[config.mk]
export PLATFORM = sky130hd
export DESIGN_NAME = lfu_cache_replacement_flat
export DESIGN_NICKNAME = d
export VERILOG_FILES = /design/src/rtl/lfu_pkg.sv /design/src/rtl/lfu_req_if.sv /design/src/rtl/lfu_rsp_if.sv /design/src/rtl/lfu_cache_replacement.sv /design/src/rtl/lfu_scan.sv /design/src/flat_wrapper.sv
export SDC_FILE = /design/constraint.sdc
export NUM_CORES = 2
export LEC_CHECK = 0
export BUFFER_PORTS_ARGS = -buffer_cell sky130_fd_sc_hd__buf_2
export CAP_MARGIN = 20
export CORE_MARGIN = 2
export CORE_UTILIZATION = 65
export DETAILED_ROUTE_END_ITERATION = 8
export HOLD_SLACK_MARGIN = 0.02
export PLACE_DENSITY = 0.83
export SLEW_MARGIN = 5
export SYNTH_ARGS = -nofsm -noshare
export SYNTH_HDL_FRONTEND = slang
export SYNTH_SLANG_ARGS = --single-unit
[constraint.sdc]
create_clock -name clk -period 19.2 [get_ports clk]
set_clock_uncertainty 0.1 [all_clocks]
set_input_delay 0 -clock clk [delete_from_list [all_inputs] [get_ports clk]]
set_output_delay 0 -clock clk [all_outputs]
set_load 0.03 [all_outputs]
[src/rtl/lfu_pkg.sv]
// Package for the LFU key-value store: sizes, register map and the structs
// exchanged between the sequencer and the scan unit. No dependencies.
package lfu_pkg;

    localparam int ENTRIES    = 16;
    localparam int COUNT_BITS = 16;
    localparam int KEY_W      = 31;
    localparam int VAL_W      = 31;
    localparam int CAP_W      = 5;
    localparam int IDX_W      = (ENTRIES > 1) ? $clog2(ENTRIES) : 1;
    localparam int USED_W     = $clog2(ENTRIES + 1);
    localparam int CMP_W      = (USED_W > CAP_W) ? USED_W : CAP_W;

    localparam int APB_DW     = 32;
    localparam int ADDR_W     = 3;
    localparam int REG_IDX_W  = ADDR_W - 2;

    localparam logic [REG_IDX_W-1:0]  REG_CAPACITY = '0;
    localparam logic [CAP_W-1:0]      CAP_RESET    = CAP_W'(16);
    localparam logic [COUNT_BITS-1:0] COUNT_MAX    = '1;

    // One entry as read out of the store during the scan
    typedef struct packed {
        logic                  vld;
        logic                  slot_valid;
        logic [IDX_W-1:0]      idx;
        logic [KEY_W-1:0]      key;
        logic [VAL_W-1:0]      value;
        logic [COUNT_BITS-1:0] count;
        logic [IDX_W-1:0]      rank;
    } lfu_entry_t;

    // Scan summary
    typedef struct packed {
        logic                  found;
        logic [IDX_W-1:0]      found_idx;
        logic [VAL_W-1:0]      found_value;
        logic [COUNT_BITS-1:0] found_count;
        logic [IDX_W-1:0]      found_rank;
        logic                  victim_vld;
        logic [IDX_W-1:0]      victim_idx;
        logic [COUNT_BITS-1:0] victim_count;
        logic [IDX_W-1:0]      victim_rank;
        logic [KEY_W-1:0]      victim_key;
        logic [USED_W-1:0]     used;
        logic                  free_vld;
        logic [IDX_W-1:0]      free_idx;
    } lfu_scan_t;

endpackage

[src/rtl/lfu_req_if.sv]
// Request channel of the LFU store: valid/ready plus mode, key and value.
// Depends on lfu_pkg.
interface lfu_req_if import lfu_pkg::*; ();
    logic             valid;
    logic             ready;
    logic             mode;
    logic [KEY_W-1:0] key;
    logic [VAL_W-1:0] value;

    modport source (output valid, mode, key, value, input ready);
    modport sink   (input valid, mode, key, value, output ready);
endinterface

[src/rtl/lfu_rsp_if.sv]
// Response channel of the LFU store: valid/ready plus the lookup result.
// Depends on lfu_pkg.
interface lfu_rsp_if import lfu_pkg::*; ();
    logic             valid;
    logic             ready;
    logic             hit;
    logic [VAL_W-1:0] data;
    logic             evicted;
    logic [KEY_W-1:0] evicted_key;

    modport source (output valid, hit, data, evicted, evicted_key, input ready);
    modport sink   (input valid, hit, data, evicted, evicted_key, output ready);
endinterface

[src/rtl/lfu_cache_replacement.sv]
// Top level of the LFU key-value store with LRU tie-break.
// Depends on lfu_pkg, lfu_req_if, lfu_rsp_if and lfu_scan.
//
// Usage:
//   req carries one access per transaction: mode (0 get, 1 put), key, value.
//   rsp returns exactly one transaction per access: hit, data, evicted and
//   evicted_key. The APB port holds the capacity register at address 0.
//   An access runs from acceptance to response valid as a 16-entry
//   scan through the single read port of the entry store (one entry per
//   cycle), a drain state for the read pipeline, and an update state that
//   writes the chosen slot and renumbers the recency ranks. req.ready is high
//   only while no access is in flight, so a new access is taken only after
//   the last one has finished.
//   The response sits in an output register; a new access is accepted while
//   it waits. If rsp is still stalled when the next access finishes, the
//   update cycle holds until the register is free.
//   Reset clears all valid bits and sets capacity to 16; the store is usable
//   as soon as reset is released.
module lfu_cache_replacement import lfu_pkg::*;
(
    input  logic                clk,
    input  logic                rst_n,
    lfu_req_if.sink             req,
    lfu_rsp_if.source           rsp,
    input  logic                psel,
    input  logic                penable,
    input  logic                pwrite,
    input  logic [ADDR_W-1:0]   paddr,
    input  logic [APB_DW-1:0]   pwdata,
    output logic [APB_DW-1:0]   prdata,
    output logic                pready
);

    typedef enum logic [1:0] {S_IDLE, S_SCAN, S_DRAIN, S_UPDATE} state_t;

    state_t                state_reg;
    logic [IDX_W-1:0]      idx_reg;
    logic [CAP_W-1:0]      cap_reg;

    logic                  mode_reg;
    logic [KEY_W-1:0]      key_reg;
    logic [VAL_W-1:0]      value_reg;

    logic [KEY_W-1:0]      key_mem   [ENTRIES];
    logic [VAL_W-1:0]      value_mem [ENTRIES];
    logic [COUNT_BITS-1:0] count_mem [ENTRIES];

    logic [ENTRIES-1:0]    valid_reg;
    logic [ENTRIES-1:0]    valid_next;
    logic [IDX_W-1:0]      rank_reg  [ENTRIES];
    logic [IDX_W-1:0]      rank_next [ENTRIES];

    logic                  rd_vld_reg;
    logic [IDX_W-1:0]      rd_idx_reg;
    logic                  rd_slot_vld_reg;
    logic [IDX_W-1:0]      rd_rank_reg;
    logic [KEY_W-1:0]      rd_key_reg;
    logic [VAL_W-1:0]      rd_value_reg;
    logic [COUNT_BITS-1:0] rd_count_reg;

    logic                  rsp_valid_reg;
    logic                  rsp_hit_reg;
    logic [VAL_W-1:0]      rsp_data_reg;
    logic                  rsp_evicted_reg;
    logic [KEY_W-1:0]      rsp_evicted_key_reg;

    lfu_entry_t            ent;
    lfu_scan_t             sc;
    logic                  req_fire;
    logic                  scan_clear;
    logic                  commit;
    logic [CMP_W-1:0]      cap_eff;
    logic                  full;
    logic                  do_insert;
    logic                  do_evict;
    logic                  do_fill;
    logic                  wr_en;
    logic [IDX_W-1:0]      wr_idx;
    logic [VAL_W-1:0]      wr_value;
    logic [COUNT_BITS-1:0] wr_count;
    logic                  cfg_wr;

    // APB
    assign pready = 1'b1;
    assign cfg_wr = psel && penable && pwrite
                  && (paddr[ADDR_W-1:2] == REG_CAPACITY);
    assign prdata = (paddr[ADDR_W-1:2] == REG_CAPACITY) ? APB_DW'(cap_reg) : '0;

    // Handshakes
    assign req.ready  = (state_reg == S_IDLE);
    assign req_fire   = req.valid && req.ready;
    assign scan_clear = req_fire;
    assign commit     = (state_reg == S_UPDATE) && (!rsp_valid_reg || rsp.ready);

    assign rsp.valid       = rsp_valid_reg;
    assign rsp.hit         = rsp_hit_reg;
    assign rsp.data        = rsp_data_reg;
    assign rsp.evicted     = rsp_evicted_reg;
    assign rsp.evicted_key = rsp_evicted_key_reg;

    // Scan unit
    always_comb
    begin
        ent.vld        = rd_vld_reg;
        ent.slot_valid = rd_slot_vld_reg;
        ent.idx        = rd_idx_reg;
        ent.key        = rd_key_reg;
        ent.value      = rd_value_reg;
        ent.count      = rd_count_reg;
        ent.rank       = rd_rank_reg;
    end

    lfu_scan u_scan
    (
        .clk        (clk),
        .rst_n      (rst_n),
        .clear      (scan_clear),
        .search_key (key_reg),
        .ent        (ent),
        .res        (sc)
    );

    // Decision
    assign cap_eff   = (CMP_W'(cap_reg) > CMP_W'(ENTRIES)) ? CMP_W'(ENTRIES)
                                                           : CMP_W'(cap_reg);
    assign full      = (CMP_W'(sc.used) >= cap_eff) && sc.victim_vld;
    assign do_insert = !sc.found && mode_reg && (cap_eff != '0);
    assign do_evict  = do_insert && full;
    assign do_fill   = do_insert && !full && sc.free_vld;
    assign wr_en     = commit && (sc.found || do_evict || do_fill);
    assign wr_idx    = sc.found ? sc.found_idx : (do_evict ? sc.victim_idx : sc.free_idx);
    assign wr_value  = (sc.found && !mode_reg) ? sc.found_value : value_reg;
    assign wr_count  = !sc.found ? COUNT_BITS'(1)
                     : ((sc.found_count == COUNT_MAX) ? sc.found_count
                                                      : sc.found_count + COUNT_BITS'(1));

    always_comb
    begin
        valid_next = valid_reg;
        for (int j = 0; j < ENTRIES; j++)
        begin
            rank_next[j] = rank_reg[j];
            if (wr_en && (wr_idx == IDX_W'(j)))
            begin
                rank_next[j]  = '0;
                valid_next[j] = 1'b1;
            end
            else if (wr_en && valid_reg[j])
            begin
                if (sc.found)
                begin
                    if (rank_reg[j] < sc.found_rank)
                    begin
                        rank_next[j] = rank_reg[j] + IDX_W'(1);
                    end
                end
                else if (do_evict)
                begin
                    if (rank_reg[j] <= sc.victim_rank)
                    begin
                        rank_next[j] = rank_reg[j] + IDX_W'(1);
                    end
                end
                else
                begin
                    rank_next[j] = rank_reg[j] + IDX_W'(1);
                end
            end
        end
    end

    // Entry store: one write port, one registered read port
    always_ff @(posedge clk)
    begin
        if (wr_en)
        begin
            key_mem[wr_idx]   <= key_reg;
            value_mem[wr_idx] <= wr_value;
            count_mem[wr_idx] <= wr_count;
        end
        rd_key_reg      <= key_mem[idx_reg];
        rd_value_reg    <= value_mem[idx_reg];
        rd_count_reg    <= count_mem[idx_reg];
        rd_rank_reg     <= rank_reg[idx_reg];
        rd_slot_vld_reg <= valid_reg[idx_reg];
        rd_idx_reg      <= idx_reg;
    end

    // Sequencer, state and registered outputs
    always_ff @(posedge clk or negedge rst_n)
    begin
        if (!rst_n)
        begin
            state_reg       <= S_IDLE;
            idx_reg         <= '0;
            cap_reg         <= CAP_RESET;
            valid_reg       <= '0;
            rd_vld_reg      <= 1'b0;
            rsp_valid_reg   <= 1'b0;
        end
        else
        begin
            if (cfg_wr)
            begin
                cap_reg <= pwdata[CAP_W-1:0];
            end
            valid_reg  <= valid_next;
            rd_vld_reg <= (state_reg == S_SCAN);
            if (commit)
            begin
                rsp_valid_reg <= 1'b1;
            end
            else if (rsp.valid && rsp.ready)
            begin
                rsp_valid_reg <= 1'b0;
            end
            unique case (state_reg)
                S_IDLE:
                begin
                    idx_reg <= '0;
                    if (req_fire)
                    begin
                        state_reg <= S_SCAN;
                    end
                end
                S_SCAN:
                begin
                    idx_reg <= idx_reg + IDX_W'(1);
                    if (idx_reg == IDX_W'(ENTRIES - 1))
                    begin
                        state_reg <= S_DRAIN;
                    end
                end
                S_DRAIN:
                begin
                    idx_reg   <= '0;
                    state_reg <= S_UPDATE;
                end
                S_UPDATE:
                begin
                    if (commit)
                    begin
                        state_reg <= S_IDLE;
                    end
                end
                default:
                begin
                    state_reg <= S_IDLE;
                end
            endcase
        end
    end

    always_ff @(posedge clk)
    begin
        for (int j = 0; j < ENTRIES; j++)
        begin
            rank_reg[j] <= rank_next[j];
        end
        if (req_fire)
        begin
            mode_reg  <= req.mode;
            key_reg   <= req.key;
            value_reg <= req.value;
        end
        if (commit)
        begin
            rsp_hit_reg         <= sc.found;
            rsp_data_reg        <= (sc.found && !mode_reg) ? sc.found_value : '0;
            rsp_evicted_reg     <= do_evict;
            rsp_evicted_key_reg <= do_evict ? sc.victim_key : '0;
        end
    end

    // Assertions
    a_busy_after_accept: assert property (@(posedge clk) disable iff (!rst_n)
        req.valid && req.ready |=> !req.ready)
        else $error("request accepted while an access is in flight");

    a_occupancy_monotonic: assert property (@(posedge clk) disable iff (!rst_n)
        $countones(valid_reg) >= $past($countones(valid_reg)))
        else $error("stored entry lost");

    a_occupancy_step: assert property (@(posedge clk) disable iff (!rst_n)
        $countones(valid_reg) <= $past($countones(valid_reg)) + 1)
        else $error("more than one entry inserted per access");

    a_rsp_from_update: assert property (@(posedge clk) disable iff (!rst_n)
        $rose(rsp_valid_reg) |-> $past(state_reg == S_UPDATE))
        else $error("response raised outside update");

    a_evict_not_hit: assert property (@(posedge clk) disable iff (!rst_n)
        rsp_valid_reg |-> !(rsp_evicted_reg && rsp_hit_reg))
        else $error("eviction reported on a hit");

endmodule

[src/rtl/lfu_scan.sv]
// Scan unit: takes one entry per cycle and accumulates key match, LFU/LRU
// victim, occupancy and first free slot. Depends on lfu_pkg.
module lfu_scan import lfu_pkg::*;
(
    input  logic             clk,
    input  logic             rst_n,
    input  logic             clear,
    input  logic [KEY_W-1:0] search_key,
    input  lfu_entry_t       ent,
    output lfu_scan_t        res
);

    lfu_scan_t res_reg;
    lfu_scan_t res_next;
    logic      take_victim;

    assign take_victim = !res_reg.victim_vld
                       || (ent.count < res_reg.victim_count)
                       || ((ent.count == res_reg.victim_count)
                           && (ent.rank > res_reg.victim_rank));

    always_comb
    begin
        res_next = res_reg;
        if (clear)
        begin
            res_next = '0;
        end
        else if (ent.vld && ent.slot_valid)
        begin
            res_next.used = res_reg.used + USED_W'(1);
            if (ent.key == search_key)
            begin
                res_next.found       = 1'b1;
                res_next.found_idx   = ent.idx;
                res_next.found_value = ent.value;
                res_next.found_count = ent.count;
                res_next.found_rank  = ent.rank;
            end
            if (take_victim)
            begin
                res_next.victim_vld   = 1'b1;
                res_next.victim_idx   = ent.idx;
                res_next.victim_count = ent.count;
                res_next.victim_rank  = ent.rank;
                res_next.victim_key   = ent.key;
            end
        end
        else if (ent.vld && !res_reg.free_vld)
        begin
            res_next.free_vld = 1'b1;
            res_next.free_idx = ent.idx;
        end
    end

    always_ff @(posedge clk or negedge rst_n)
    begin
        if (!rst_n)
        begin
            res_reg <= '0;
        end
        else
        begin
            res_reg <= res_next;
        end
    end

    assign res = res_reg;

endmodule
[src/flat_wrapper.sv]
// flat-port wrapper written by rule: the top's interface ports become plain ports
module lfu_cache_replacement_flat import lfu_pkg::*;
  (clk, rst_n, psel, penable, pwrite, paddr, pwdata, prdata, pready, req_valid, req_mode, req_key, req_value, req_ready, rsp_valid, rsp_hit, rsp_data, rsp_evicted, rsp_evicted_key, rsp_ready);
  lfu_req_if req_i ();
  lfu_rsp_if rsp_i ();
  input  logic clk;
  input  logic rst_n;
  input  logic psel;
  input  logic penable;
  input  logic pwrite;
  input  logic [ADDR_W-1:0] paddr;
  input  logic [APB_DW-1:0] pwdata;
  output logic [APB_DW-1:0] prdata;
  output logic pready;
  input wire logic [$bits(req_i.valid)-1:0] req_valid;
  input wire logic [$bits(req_i.mode)-1:0] req_mode;
  input wire logic [$bits(req_i.key)-1:0] req_key;
  input wire logic [$bits(req_i.value)-1:0] req_value;
  output wire logic [$bits(req_i.ready)-1:0] req_ready;
  output wire logic [$bits(rsp_i.valid)-1:0] rsp_valid;
  output wire logic [$bits(rsp_i.hit)-1:0] rsp_hit;
  output wire logic [$bits(rsp_i.data)-1:0] rsp_data;
  output wire logic [$bits(rsp_i.evicted)-1:0] rsp_evicted;
  output wire logic [$bits(rsp_i.evicted_key)-1:0] rsp_evicted_key;
  input wire logic [$bits(rsp_i.ready)-1:0] rsp_ready;
  assign req_i.valid = req_valid;
  assign req_i.mode = req_mode;
  assign req_i.key = req_key;
  assign req_i.value = req_value;
  assign req_ready = req_i.ready;
  assign rsp_valid = rsp_i.valid;
  assign rsp_hit = rsp_i.hit;
  assign rsp_data = rsp_i.data;
  assign rsp_evicted = rsp_i.evicted;
  assign rsp_evicted_key = rsp_i.evicted_key;
  assign rsp_i.ready = rsp_ready;
  lfu_cache_replacement u_core (.clk(clk), .rst_n(rst_n), .req(req_i), .rsp(rsp_i), .psel(psel), .penable(penable), .pwrite(pwrite), .paddr(paddr), .pwdata(pwdata), .prdata(prdata), .pready(pready));
endmodule
# After elaboration in Yosys (flattened, before gate mapping)

Memory sizes are Yosys's and may differ from the RTL's. A register that Yosys moved wholly into a read port is not among the register bits.
Index checks and enable logic that the tools add are counted.

$add $sub $neg: 19
Magnitude comparators: 37
Eq/ne operators: 26
Mux-type cells: 120
Bitwise gates (word level): 1
Reductions and logical operators: 74

Operators by type and width:

| cell                    | number |
|---|---|
| $mux W4                 | 98 |
| $mux W122               | 1 |
| $mux W117               | 1 |
| $mux W56                | 2 |
| $add A4 B1 Y4 const B   | 17 |
| $le A4 B4 Y1            | 16 |
| $lt A4 B4 Y1            | 16 |
| $logic_and A1 B1 Y1     | 49 |
| $eq A4 B4 Y1 const B    | 9 |
| $mux W16                | 2 |
| $eq A31 B31 Y1          | 1 |
| $mux W31                | 1 |
| $mux W5                 | 4 |
| $add A16 B1 Y16 const B | 1 |
| $eq A16 B16 Y1          | 1 |
| $eq A16 B16 Y1 const B  | 1 |
| $eq A4 B3 Y1 const B    | 4 |
| $lt A16 B16 Y1          | 1 |
| $reduce_bool A2 Y1      | 6 |
| $eq A4 B2 Y1 const B    | 2 |
| $pmux W2 S4             | 1 |
| $pmux W4 S2             | 1 |
| $logic_not A1 Y1        | 6 |
| $mux W2                 | 3 |
| 20 further kinds        | 33 |

Bits in registers: 283
Memory bits (writable): 1312
Input bits: 105
Word-level logic and storage cells: 324
Memories kept: 4

Memories:

| memory           | depth | bits a word | rd ports | clocked after memory_dff | write ports | line                        | source |
|---|---|---|---|---|---|---|---|
| u_core.key_mem   | 16    | 31          | 1        | 1                        | 1           | lfu_cache_replacement.sv:44 | `logic [KEY_W-1:0] key_mem [ENTRIES];` |
| u_core.value_mem | 16    | 31          | 1        | 1                        | 1           | lfu_cache_replacement.sv:45 | `logic [VAL_W-1:0] value_mem [ENTRIES];` |
| u_core.count_mem | 16    | 16          | 1        | 1                        | 1           | lfu_cache_replacement.sv:46 | `logic [COUNT_BITS-1:0] count_mem [ENTRIES];` |
| u_core.rank_reg  | 16    | 4           | 17       | 1                        | 16          | lfu_cache_replacement.sv:50 | `logic [IDX_W-1:0] rank_reg [ENTRIES];` |

# Longest topological paths before layout

Depth in word-level cells: 12
Mapped depth: 12
Mapped depth without buffers: 10

# Modules after synthesis

A second synthesis with hierarchy kept.

Cells, all modules: 3422
Area total of the unflattened synthesis: 66971.7 µm²

By module, submodules not included:

| module                | times used | cells an instance | area an instance (µm²) |
|---|---|---|---|
| lfu_cache_replacement | 1          | 2961              | 61481.5 |
| lfu_scan              | 1          | 461               | 5490.3 |

# Worst setup path after synthesis

No wires, ideal clock.

Kind: reg-to-reg
Start point: register u_core.rsp_valid_reg (netlist: u_core.rsp.valid)
End point: memory u_core.count_mem[12][0] (enable)
Library setup time: 0.566 ns
Arrival: 7.309 ns
Data required time: 18.534 ns
Path slack: 11.224 ns
Cell stages (with the launch flop): 7
Cell sequence: dfrtp_1 -> nand2b_1 -> and2_1 -> a41oi_1 -> o21ai_2 -> o31ai_4 -> nor4_2

Cells in the longest elaborated chain, start to end: 6

Ends and longest elaborated chain:

| what                          | line                         | source |
|---|---|---|
| start: declaration            | lfu_cache_replacement.sv:61  | `logic rsp_valid_reg;` |
| start signal: assignment      | lfu_cache_replacement.sv:199 | `rsp_valid_reg <= 1'b0;` |
| start signal: assignment      | lfu_cache_replacement.sv:211 | `rsp_valid_reg <= 1'b1;` |
| start signal: assignment      | lfu_cache_replacement.sv:215 | `rsp_valid_reg <= 1'b0;` |
| $logic_not A1 Y1              | lfu_cache_replacement.sv:93  | `assign commit = (state_reg == S_UPDATE) && (!rsp_valid_reg \|\| rsp.ready);` |
| $logic_or A1 B1 Y1            | lfu_cache_replacement.sv:93  |  |
| $logic_and A1 B1 Y1           | lfu_cache_replacement.sv:93  |  |
| named net u_core.commit       | lfu_cache_replacement.sv:71  | `logic commit;` |
| $logic_and A1 B1 Y1           | lfu_cache_replacement.sv:130 | `assign wr_en = commit && (sc.found \|\| do_evict \|\| do_fill);` |
| $mux W1                       | lfu_cache_replacement.sv:175 | `if (wr_en)` |
| $mux W1 (not written as such) | lfu_cache_replacement.sv:179 | `count_mem[wr_idx] <= wr_count;` |
| end: declaration              | lfu_cache_replacement.sv:46  |  |

The timed path passes the listed nets, and every way through them passes these cells.

# Worst setup path in the final report

Start point: register u_core.cap_reg[4]
End point: memory u_core.value_mem[2][28] (enable)

Cells in the longest elaborated chain, start to end: 11
Elaborated cells between the ends (all ways): 17
Classes of those cells: order compare: 2; mux: 5; reduce/logical: 10

Ends and longest elaborated chain:

| what                             | line                         | source |
|---|---|---|
| start: declaration               | lfu_cache_replacement.sv:38  | `logic [CAP_W-1:0] cap_reg;` |
| start signal: assignment         | lfu_cache_replacement.sv:205 | `cap_reg <= pwdata[CAP_W-1:0];` |
| $gt A5 B5 Y1                     | lfu_cache_replacement.sv:124 | `assign cap_eff = (CMP_W'(cap_reg) > CMP_W'(ENTRIES)) ? CMP_W'(ENTRIES)` |
| $mux W5 (*)                      | lfu_cache_replacement.sv:124 |  |
| $ge A5 B5 Y1                     | lfu_cache_replacement.sv:126 | `assign full = (CMP_W'(sc.used) >= cap_eff) && sc.victim_vld;` |
| $logic_and A1 B1 Y1              | lfu_cache_replacement.sv:126 |  |
| $logic_not A1 Y1                 | lfu_cache_replacement.sv:129 | `assign do_fill = do_insert && !full && sc.free_vld;` |
| $logic_and A1 B1 Y1 (2 in a row) | lfu_cache_replacement.sv:129 |  |
| $logic_or A1 B1 Y1               | lfu_cache_replacement.sv:130 |  |
| $logic_and A1 B1 Y1              | lfu_cache_replacement.sv:130 |  |
| $mux W1                          | lfu_cache_replacement.sv:175 |  |
| $mux W1 (not written as such)    | lfu_cache_replacement.sv:178 | `value_mem[wr_idx] <= wr_value;` |
| end: declaration                 | lfu_cache_replacement.sv:45  |  |

Mark *: on every way between the ends. The rest lies on a longest branch, timed or not.

==> impl_results.md <==
* DRT iter0 DRCs at 5835
* Power share of the sequential group at 0.461
* CP max stage delay at 0.96 ns
* Number of port buffers at 146
* Status: completed
* Final Hold Fails at 0
* CTS HTree Levels at 4
* Number of antenna violations at the first check in global routing at 1
* Wirelength per Cell at 33.2 um
* Compound-Gate Fraction of Synth Area at 0.0253
* Routability cong. at 0.814
* Int Pwr at 7.12 mW
* Reg2reg path depth at 11
* Commonest non-fill, non-tap cell in the layout: edfxtp_1
* Combinational Power Share at 0.225
* Area delta synth->final at 13.6%
* R2R Path Start: u_core.cap_reg[4]
* CTS tree: done
* Primary FF master, synth: edfxtp_1
* DRT Pass-1 Iters at 6
* Die Area at 0.105 mm^2
* Synth top area share at 0.619
* Congestion Overflow GR at 0
* Pwr dens at 133 mW/mm^2
* Worst-Skew Late Latency at 0.79 ns
* Crit path max fanout at 51
* FF-to-FF setup slack at 13.12 ns
* Post-synth EDFFs at 1375
* Crit start category: flop
* Setup TNS Final at 0 ns
* Clock Power Share at 0.314
* Fmax achieved at 0.165 GHz
* DP Wirelength at 77.8 mm
* Num CTS Buffers at 159
* Clk sinks at 1677
* Crit path launch: u_core.cap_reg[4]
* Share of the yosys chip area belonging to registers at 0.721
* Mapped cell area at 0.0667 mm^2
* Slew headroom at 0.193
* Biggest regs: u_core.key_mem (496), u_core.value_mem (496), u_core.count_mem (256)
* Worst path bufs/invs at 3
* Tot GR Track Use at 0.338
* Initial Utilization at 0.656
* FILL cells at 5213
* Levels on crit path at 11
* LEAKAGE at 26.1 nW
* Largest net degree at the start of global routing at 158
* Max clock buf depth at 3
* Commonest non-fill, non-tap cells in the layout: edfxtp_1 (1375), mux4_2 (415), nor2_1 (178)
* Cell variety after synth at 62
* R2r endpoint: u_core.value_mem[2][28]
* Largest delay contributor family on the critical path: buffers and inverters
* Cells after synthesis at 3419
* Worst-margin pin slew at 1.21 ns
* Total of max-cap violations at 0
* CP required at 19.49 ns
* Crit-path cells: nor2b_1 > ha_1 > nand2b_1 > a31oi_1 > o21ai_4 > buf_4 > a211oi_1 > or4b_1 > nor4_4 > buf_4 > buf_4
* Final setup margin at 13.12 ns
* Clock slew at reported path FFs at 0.06 ns
* Dpl ws at 13.00 ns
* Pins Over Slew Limit at 0
* Final worst-path cycle share at 0.316
* FF/Latch Area at 0.0481 mm^2
* Die width at 324 um
* Top cells by area, synth: edfxtp_1 (62%), mux4_2 (14%), dfrtp_1 (5.6%)
* Vias per cell at 6.96
* Xor and xnor area share after synthesis at 0.0123
* YS warnings at 0
* VDD IR-drop max at 137 uV
* Syn_area_per_cell at 19.5 um^2
* WL final at 176 mm
* Worst min path class: in2reg
* Endpoints failing setup at 0
* Die Y-Extent at 324 um
* Postcts setup bufs at 0
* Mux cell area share after synthesis at 0.157
* # DRC at 0
* Post-layout min period at 6.08 ns
* Sw Ratio at 0.296
* Post-Synth Simple-Gate Area at 0.0385
* Sw Pwr at 2.99 mW
* Share of layout cells above drive strength 1 at 0.239
* I/O pin cnt at 204
* Vias at 36800
* Most used cell, CP: buf_4
* WS Path Type: reg2reg
* Critical path's slowest cell: or4b_1
* Final Util at 0.745
* Synth async-reset ratio at 0.0900
* Vias in the first global route at 37700
* Post-Synth Adder-Cell Area at 0.0302
* CP Capture Type: flop
* RSZ-0062 raised after global routing: false
* Residual antenna-violating net count after detailed routing at 0
* Core Region at 0.102 mm^2
* Total chip power at 10.1 mW
* CTS root buffer: clkbuf_16
* Yosys top cell by area: edfxtp_1
* Worst Setup EP: u_core.value_mem[2][28]
* FP Rows at 117
* Nets at 4049
* Multi-input gate area at 0.0178 mm^2
* Crit path DAT at 6.36 ns
* Main combinational cell family by area after synthesis: multiplexers
* Seq cells post-synth at 1677
* Global-route wire length before repair at 257 mm
-- stage by stage --
step / std cells / area [um^2] / hold WS (ns)
after detailed placement: 4840 / 69100 / -0.102
after global placement: 4840 / 69100 / -0.101
after CTS: 5286 / 75800 / 0.158
after floorplan: 3445 / 66800 / -0.396
final: 5290 / 75800 / 0.201
after global routing: 5289 / 75800 / 0.192
-- synthesized netlist by cell type (all sizes together), types with 2 or more instances --
master  instances
mux4          415
edfxtp       1375
conb            2
o21ai          78
a211oi          3
and2           34
a41oi          17
mux2i          74
nor3b          17
mux2           36
xor2           73
clkbuf         96
or2            17
nand4          29
ha            161
nand2b          6
nor3            2
nor4           25
a31oi           3
a21oi          45
nor2          181
xnor2          21
o311ai          2
inv            66
nand2          59
o311a           2
o211a           2
dfrtp         150
o21a           18
and3           49
nand3          44
clkinv          2
nor2b           8
a21o            8
dfxtp         151
a22o           56
buf            80
-- power by group through the flow --
stage	Combinational [mW]	Clock [mW]	Sequential, mW
2_1_floorplan	1.57	0	4.62
3_3_place_gp	2.07	0	4.67
3_5_place_dp	2.14	0	4.69
4_1_cts	2.24	3.16	4.64
5_1_grt	2.41	3.31	4.68
6_report	2.28	3.17	4.66
-- how the worst min path moves through the flow --
stage,from,to,slack [ns],cells past startpoint
global route,req_valid,u_core.state_reg[0],0.19,5
detailed placement,rst_n,u_core.valid_reg[3],-0.10,1
floorplan,rst_n,u_core.cap_reg[0],-0.40,0
global placement,rst_n,u_core.valid_reg[3],-0.10,1
CTS,pwrite,u_core.cap_reg[0],0.16,4
finish,pwrite,u_core.cap_reg[1],0.20,4
-- cells by family after synthesis --
group                      count (synthesis)
muxes                                    525
other                                      2
DFF                                     1677
buffers and inverters                    244
adders and majority gates                161
AOI/OAI and AO/OA                        239
and+or+nand+nor                          477
xor gates and xnor gates                  94
-- layout make-up --
| cell class | instances | share of cell area |
|---|---|---|
| Sequential cell | 1677 | 0.635 |
| Multi-Input combinational cell | 1524 | 0.235 |
| Clock buffer | 214 | 0.0583 |
| Timing Repair Buffer | 353 | 0.0361 |
| Tap cell | 1368 | 0.0226 |
| Clock inverter | 85 | 0.0102 |
| Inverter | 68 | 0.00343 |
| Antenna cell | 1 | 0.0000330 |
-- repair_timing --
action	4_1_cts	5_1_grt
hold endpoints to repair	190	0
gates resized for setup	0	0
hold buffers	147	0
-- layer usage --
metal	share of wire	vias up	global-route usage	wire [um]
met4	0.049	0	0.155	8680
met3	0.11	611	0.0611	18700
met1	0.34	18700	0.446	60500
li1	-	14400	-	-
met5	0	-	0	0
met2	0.50	3060	0.556	87700
-- worst reg2reg max path: stages (launching register included) --
cell and delay [ns]:
dfstp_2 0.56, nor2b_1 0.06, ha_1 0.26, nand2b_1 0.09, a31oi_1 0.16, o21ai_4 0.17
buf_4 0.71, a211oi_1 0.29, or4b_1 0.96, nor4_4 0.67, buf_4 0.70, buf_4 0.93
(Power assumes the default switching activity.)
